$ cat src/hdl/swsd_pkg.sv
package swsd_pkg;

    localparam int SAMPLE_W   = 16;
    localparam int RING_DEPTH = 256;
    localparam int PTR_W      = $clog2(RING_DEPTH);
    localparam int CNT_W      = PTR_W + 1;
    localparam int SUM_W      = 25;
    localparam int SQ_W       = 39;
    localparam int MUL_W      = 24;
    localparam int PROD_W     = 2 * MUL_W;
    localparam int NUM_W      = 47;
    localparam int DEN_W      = 17;
    localparam int ROOT_W     = 24;
    localparam int SUB_W      = 27;
    localparam int CFG_W      = 16;

    localparam logic [CNT_W-1:0] WIN_RESET = CNT_W'(16);

    typedef logic signed [SAMPLE_W-1:0] t_sample;

    // Operands for the shared multiplier and trial subtractor.
    typedef struct packed {
        logic [MUL_W-1:0] mul_a;
        logic [MUL_W-1:0] mul_b;
        logic [SUB_W-1:0] sub_a;
        logic [SUB_W-1:0] sub_b;
    } t_alu_req;

    typedef struct packed {
        logic [PROD_W-1:0] prod;
        logic [SUB_W-1:0]  diff;
        logic              ge;
    } t_alu_rsp;

endpackage

$ cat src/hdl/swsd_alu.sv
module swsd_alu (
    input  logic                i_clk,
    input  swsd_pkg::t_alu_req  i_req,
    output swsd_pkg::t_alu_rsp  o_rsp
);
    import swsd_pkg::*;

    logic [PROD_W-1:0] r_prod;
    logic [SUB_W:0]    w_diff;

    // The product is registered; the trial subtraction is combinational.
    always_ff @(posedge i_clk) begin
        r_prod <= i_req.mul_a * i_req.mul_b;
    end

    assign w_diff     = {1'b0, i_req.sub_a} - {1'b0, i_req.sub_b};
    assign o_rsp.prod = r_prod;
    assign o_rsp.diff = w_diff[SUB_W-1:0];
    assign o_rsp.ge   = ~w_diff[SUB_W];

endmodule

$ cat config.mk
export PLATFORM = sky130hd
export DESIGN_NAME = swsd_alu
export DESIGN_NICKNAME = d
export VERILOG_FILES = /design/src/hdl/swsd_pkg.sv /design/src/hdl/swsd_alu.sv
export SDC_FILE = /design/constraint.sdc
export NUM_CORES = 1
export LEC_CHECK = 0
export BUFFER_PORTS_ARGS = -buffer_cell sky130_fd_sc_hd__buf_2
export CAP_MARGIN = 20
export CORE_AREA = 5 5 204 206
export CTS_CLUSTER_DIAMETER = 40
export DETAILED_ROUTE_END_ITERATION = 6
export DIE_AREA = 0 0 209 211
export GPL_TIMING_DRIVEN = 0
export PLACE_DENSITY_LB_ADDON = 0.3
export SKIP_CTS_REPAIR_TIMING = 1
export SYNTH_ARGS = -nofsm -noshare
export SYNTH_HDL_FRONTEND = slang
export SYNTH_SLANG_ARGS = --single-unit
export TNS_END_PERCENT = 20
$ cat constraint.sdc
create_clock -name i_clk -period 10.9 [get_ports i_clk]
set_input_delay 1.09 -clock i_clk [delete_from_list [all_inputs] [get_ports i_clk]]
set_output_delay 1.09 -clock i_clk [all_outputs]
set_load 0.02 [all_outputs]
=== Word-level counts from Yosys, hierarchy flattened ===
Index checks and enable logic that the tools add are counted.

* Logic and storage cells: 4
* Output and inout bits: 76
* Input port bits: 103
* Register bits: 48

* $mul: 1
* Add/sub/neg operators: 1
* Bitwise logic cells: 1

{| class="wikitable"
|+ Operator list
! kind !! number
|-
| $mul 24x24->48 || 1
|-
| $sub 27x27->28 || 1
|-
| $not 1->1 || 1
|}

=== Longest topological paths before layout ===
Gate-level depths: netlist of the first run.

* Depth after elaboration: 2
* Gate-level depth with buffers: 26
* Gate-level depth less buffers: 25

=== Least setup slack after synthesis of the first run ===
OpenSTA, ideal clock, no wires.

* Path kind: input port to flip-flop
* Start: input port i_req[57] (netlist name)
* End: register r_prod[45]
* Arrival: 7195 ps
* Buffers on the path: 1
* Setup time: 136 ps
* Stages: 26
* Setup slack: 3569 ps
* Required time: 10764 ps
* Cells stage by stage: clkbuf_1 nand2_1 fa_1 inv_1 fa_1 inv_1 fa_1 inv_1 fa_1 inv_1 fa_1 inv_1 fa_1 inv_1 fa_1 inv_1 ha_1 a21oi_1 o21ai_0 a221o_1 a31o_4 a21oi_4 o41ai_4 a31oi_2 mux2i_1 o2111ai_1

* Longest elaborated chain between the ends: 1

{| class="wikitable"
|+ Ends and longest elaborated chain
! item !! line !! text
|-
| start: declaration || swsd_alu.sv:3 || <nowiki>input swsd_pkg::t_alu_req i_req,</nowiki>
|-
| $mul 24x24->48 || swsd_alu.sv:13 || <nowiki>r_prod <= i_req.mul_a * i_req.mul_b;</nowiki>
|-
| end signal: assignment || swsd_alu.sv:13 ||
|-
| end: declaration || swsd_alu.sv:8 || <nowiki>logic [PROD_W-1:0] r_prod;</nowiki>
|}

Every way passes these cells.

=== Worst setup path in the final report of the first run ===
* Start: input port i_req[91] (netlist name)
* End: register r_prod[42]

Same word-level chain as after synthesis.

==> results.py, run 1 <==
metrics = {
    "sta": {
        "rsz0062_at_grt": "false",
        "max-slew-margin-rel": 0.401,
        "period_share": 0.789,
        "report.final.slew_viol_count": 0,
        "hold_viol": 0,
        "tns_ns": 0,
        "tightest_slew_ns": 0.899,
        "fmax_mhz": 116,
        "setup_violations": 0,
        "fin_crit_ns": 8.60,
    },
    "clocking": {
        "cts.path.max_buffers": 2,
        "ctsHtreeMaxLevel": 2,
        "clock-sinks": 48,
        "cts_tree": "done",
        "cts_root_buf": "clkbuf_16",
        "numCtsBuffers": 5,
        "clkTransAtPathRegs_ns": 0.07,
    },
    "worst_setup_path": {
        "crit_fanout": 10,
        "arrival_ns": 8.81,
        "cpMaxStageDelayCell": "clkbuf_1",
        "crit_family": "adder cells",
        "crit_top_cell": "inv_1",
        "endpoint_kind": "flop",
        "slowest_delay_ns": 0.66,
        "cp.buffers_inverters": 10,
        "critical_path_class": "in -> reg",
        "cp-start-kind": "input pin",
        "critPathRequiredTime_ns": 11.11,
    },
    "die": {
        "core_sq_um": 39500,
        "io_pins": 179,
        "die_h_microns": 211,
        "row_count": 73,
        "die_w_microns": 209,
        "die-area_sq_um": 44100,
        "start_util": 0.543,
    },
    "global_routing": {
        "grtUsageMet1": 0.352,
        "grt_pass1_vias": 18700,
        "grt_use_met2": 0.503,
        "grt_max_degree": 16,
        "grt_util_all_layers": 0.296,
        "grt_overflow_total": 0,
        "antenna_found_initial": 4,
        "grt_busiest_layer": "met2",
        "grt_pass1_wl_microns": 100000,
        "use_met3": 0.0682,
    },
    "route": {
        "first_iter_violations": 1217,
        "viasPerCell": 5.45,
        "vias": 17200,
        "dr.pass1.iters": 5,
        "drt-total-wl_microns": 64700,
        "routedWlPerCell_microns": 20.5,
        "ant_nets": 0,
        "drc": 0,
    },
    "hold_path": {
        "hold_path_end": "r_prod[0]$_DFF_P_",
        "hold_path.startpoint": "i_req[54]",
        "whs_path_depth": 2,
        "min_path_type": "in -> reg",
    },
    "synth": {
        "synthSimpleGateAreaFrac": 0.168,
        "muxShareOfSynthArea": 0.00187,
        "synth_xor_area_frac": 0.0261,
        "synth_edf_count": 0,
        "synth_compound_area_frac": 0.0669,
        "async_flop_share": 0,
        "synth_cell_types": 61,
        "syn-num-nets": 3234,
        "synth_fa_ha_area_frac": 0.568,
        "syn_inst": 2447,
        "synth-seq-cells": 48,
        "ys.warnings.count": 0,
        "synth-main-ff-cell": "dfxtp_1",
        "seq_area_frac_synth": 0.0448,
        "synthesis.area_sq_um": 21400,
        "syn_avg_cell_area_sq_um": 8.76,
        "synth_top_family_by_area": "adder cells",
    },
    "layout": {
        "regMostFlops": "r_prod",
        "finalNetCount": 3419,
        "area_growth_syn_to_layout_pct": 8.07,
        "largestRegisters": "r_prod x48",
        "largest_reg_flops": 48,
        "final_cell_mix": "inv_1 (603), fa_1 (483), nand2_1 (333), and2_1 (285), ha_1 (201)",
        "n_fill_cell": 3668,
        "mostFrequentLayoutCell": "inv_1",
        "fin_util": 0.587,
        "drive_gt1_frac": 0.0767,
    },
    "flow_run": {
        "cap_violations": 0,
    },
    "status": {
        "status": "finished, final reports clean",
    },
    "place": {
        "io_buffers": 178,
        "hpwlAfterDp_microns": 55400,
        "gp_congestion": 1.00,
    },
}
[logic make-up after synthesis]
| logic type | Yosys count |
|---|---|
| AOI/OAI and AO/OA | 218 |
| xor gates and xnor gates | 64 |
| adders and majority gates | 684 |
| buffers and inverters | 709 |
| DFF | 48 |
| muxes | 4 |
| and+or+nand+nor | 720 |
[cell usage after synthesis, drive strengths merged, types with 2 or more instances]
library cell	number	area, sq um
a21oi	75	390
and4	4	37.5
nor3b	2	15.0
nand4	9	56.3
mux2i	4	40.0
a311oi	2	23.8
clkbuf	105	394
o2111ai	2	17.5
ha	201	2510
dfxtp	48	961
o41ai	2	36.3
o21bai	10	75.1
nor2b	5	31.3
nand3	11	55.1
a21o	37	279
o21a	10	75.1
nand2b	6	37.5
inv	603	2260
nand2	334	1260
o311ai	2	25.0
a31oi	10	68.8
o21ai	45	225
o211ai	6	45.0
and2	285	1780
xnor2	44	385
nor2	36	135
nor4	3	40.0
or3	4	25.0
and3	7	43.8
a211oi	5	42.5
o31a	2	17.5
nor3	12	65.1
fa	483	9670
xor2	20	175
[layout make-up]
class	instances	area (sq um)	share of cell area
Sequential cell	48	961	0.0415
Multi-Input combinational cell	1690	17800	0.769
Clock buffer	6	139	0.00600
Timing Repair Buffer	178	891	0.0385
Tap cell	525	657	0.0284
Inverter	603	2260	0.0977
Buffer	106	398	0.0172
Clock inverter	2	38.8	0.00167
Antenna cell	2	5.00	0.000216
[how the worst max path moves through the flow]
stage / slack [ns] / end / cells past startpoint / start
3_5_place_dp: 2.04 / r_prod[42]$_DFF_P_ / 27 / i_req[91]
3_3_place_gp: 2.12 / r_prod[42]$_DFF_P_ / 27 / i_req[91]
5_1_grt: 1.95 / r_prod[42]$_DFF_P_ / 26 / i_req[93]
4_1_cts: 2.32 / r_prod[42]$_DFF_P_ / 27 / i_req[91]
2_1_floorplan: 3.57 / r_prod[45]$_DFF_P_ / 26 / i_req[57]
6_report: 2.30 / r_prod[42]$_DFF_P_ / 27 / i_req[91]
[per-stage QoR]
| stage | cell area [sq um] | cells | hold WS (ns) | setup WS, ns |
|---|---|---|---|---|
| floorplan | 21400 | 2447 | 1.22 | 3.57 |
| global route | 23200 | 3158 | 1.09 | 1.95 |
| global placement | 23000 | 3150 | 1.38 | 2.12 |
| detailed placement | 23000 | 3150 | 1.39 | 2.04 |
| CTS | 23200 | 3158 | 1.08 | 2.32 |
| finish | 23200 | 3160 | 1.09 | 2.30 |
[routing by layer]
layer  part of all wire  wire length [microns]
met1               0.37                  23700
met3              0.082                   5330
met5                  0                      0
met2               0.49                  31500
met4              0.065                   4210
Power of run 1 is left out: the tool's default activity adds up to more than one toggle a clock period on the data nets, which glitch-free logic cannot reach.
==> run 2, diff against run 1 <==
==> constraint.sdc (replaced) <==
create_clock -name i_clk -period 8.5 [get_ports i_clk]
set_input_delay 0.85 -clock i_clk [delete_from_list [all_inputs] [get_ports i_clk]]
set_output_delay 0.85 -clock i_clk [all_outputs]
set_load 0.02 [all_outputs]
==> results.py, run 2 (synthesis results as in run 1) <==
metrics = {
    "layout": {
        "fin_util": 0.587,
        "final_cell_mix": "inv_1 (603), fa_1 (483), nand2_1 (333), and2_1 (285), ha_1 (201)",
        "n_fill_cell": 3670,
        "largestRegisters": "r_prod x48",
        "regMostFlops": "r_prod",
        "mostFrequentLayoutCell": "inv_1",
        "area_growth_syn_to_layout_pct": 8.00,
        "finalNetCount": 3415,
        "drive_gt1_frac": 0.0780,
        "largest_reg_flops": 48,
        "insertedDiodeCount": 0,
    },
    "sta": {
        "fin_crit_ns": 8.12,
        "fmax_mhz": 123,
        "tightest_slew_ns": 0.931,
        "max-slew-margin-rel": 0.380,
        "hold_viol": 0,
        "report.final.slew_viol_count": 0,
        "tns_ns": 0,
        "period_share": 0.955,
        "rsz0062_at_grt": "false",
        "setup_violations": 0,
    },
    "clocking": {
        "ctsHtreeMaxLevel": 2,
        "numCtsBuffers": 5,
        "clock-sinks": 48,
        "cts.path.max_buffers": 2,
        "clkTransAtPathRegs_ns": 0.07,
        "cts_tree": "done",
        "cts_root_buf": "clkbuf_16",
    },
    "route": {
        "drt-total-wl_microns": 64700,
        "first_iter_violations": 1240,
        "ant_nets": 0,
        "vias": 17200,
        "dr.pass1.iters": 7,
        "drc": 0,
        "viasPerCell": 5.46,
        "routedWlPerCell_microns": 20.5,
    },
    "global_routing": {
        "grt_pass1_vias": 18700,
        "grt_pass1_wl_microns": 100000,
        "grt_util_all_layers": 0.296,
        "grt_max_degree": 16,
        "antenna_found_initial": 4,
        "grt_overflow_total": 0,
    },
    "die": {
        "core_sq_um": 39500,
        "die-area_sq_um": 44100,
        "io_pins": 179,
        "row_count": 73,
        "die_w_microns": 209,
        "start_util": 0.543,
        "die_h_microns": 211,
    },
    "worst_setup_path": {
        "arrival_ns": 8.29,
        "cp-start-kind": "input pin",
        "critical_path_class": "in -> reg",
        "critPathRequiredTime_ns": 8.67,
        "endpoint_kind": "flop",
        "crit_path_start": "i_req[94]",
        "cpMaxStageDelayCell": "clkbuf_1",
        "crit_fanout": 15,
        "slowest_delay_ns": 0.72,
        "crit_top_cell": "fa_1",
    },
    "place": {
        "io_buffers": 178,
        "hpwlAfterDp_microns": 55400,
        "gp_congestion": 1.00,
    },
    "hold_path": {
        "min_path_type": "in -> reg",
        "hold_path.startpoint": "i_req[54]",
    },
    "status": {
        "status": "finished, final reports clean",
    },
    "flow_run": {
        "cap_violations": 0,
    },
}
==> run 2: cell types whose count changed in the layout (fill, tap and decap cells not counted), sizes merged <==
cell	before	now
diode	2	0
clkbuf	111	107
==> run 2: per-layer routing <==
metal | vias to the layer above | track usage | part of all wire
li1 | 7570 | - | -
met1 | 8633 | 0.352 | 0.36
met2 | 793 | 0.503 | 0.49
met3 | 220 | 0.0682 | 0.091
met4 | 0 | 0.154 | 0.067
met5 | - | 0 | 0
==> run 2: critical path, delay by kind of cell <==
family	cells	cell delay [ns]
AND/OR/NAND/NOR	2	0.38
multiplexers	1	0.22
AO/OA/AOI/OAI	7	1.46
buffers and inverters	7	1.39
adder cells (fa/ha/maj)	8	3.98
==> run 2: final timing paths <==
kind | to | slack (ns) | cells past startpoint
worst min-delay path | r_prod[0]$_DFF_P_ | 0.85 | 2
worst max-delay path | r_prod[45]$_DFF_P_ | 0.38 | 25
==> run 2: final cells by class <==
cell class                 instances  area [sq um]  area share
buffer                           102           387      0.0167
clock buffer                       6           139     0.00600
clock inverter                     2          38.8     0.00168
inverter                         603          2260      0.0978
multi-input combinational       1690         17800       0.769
sequential                        48           961      0.0415
tap                              525           657      0.0284
timing repair buffer             178           891      0.0385
==> run 2: through the flow <==
stage               hold slack [ns]  setup slack [ns]  cells  area [sq um]
global placement               1.14           -0.0448   3150         23000
floorplan                     0.977              1.41   2447         21400
CTS                           0.841             0.159   3158         23200
detailed placement             1.15            -0.120   3150         23000
finish                        0.849             0.380   3154         23100
global route                  0.853            0.0180   3154         23100
Power of run 2 is left out for the same reason.
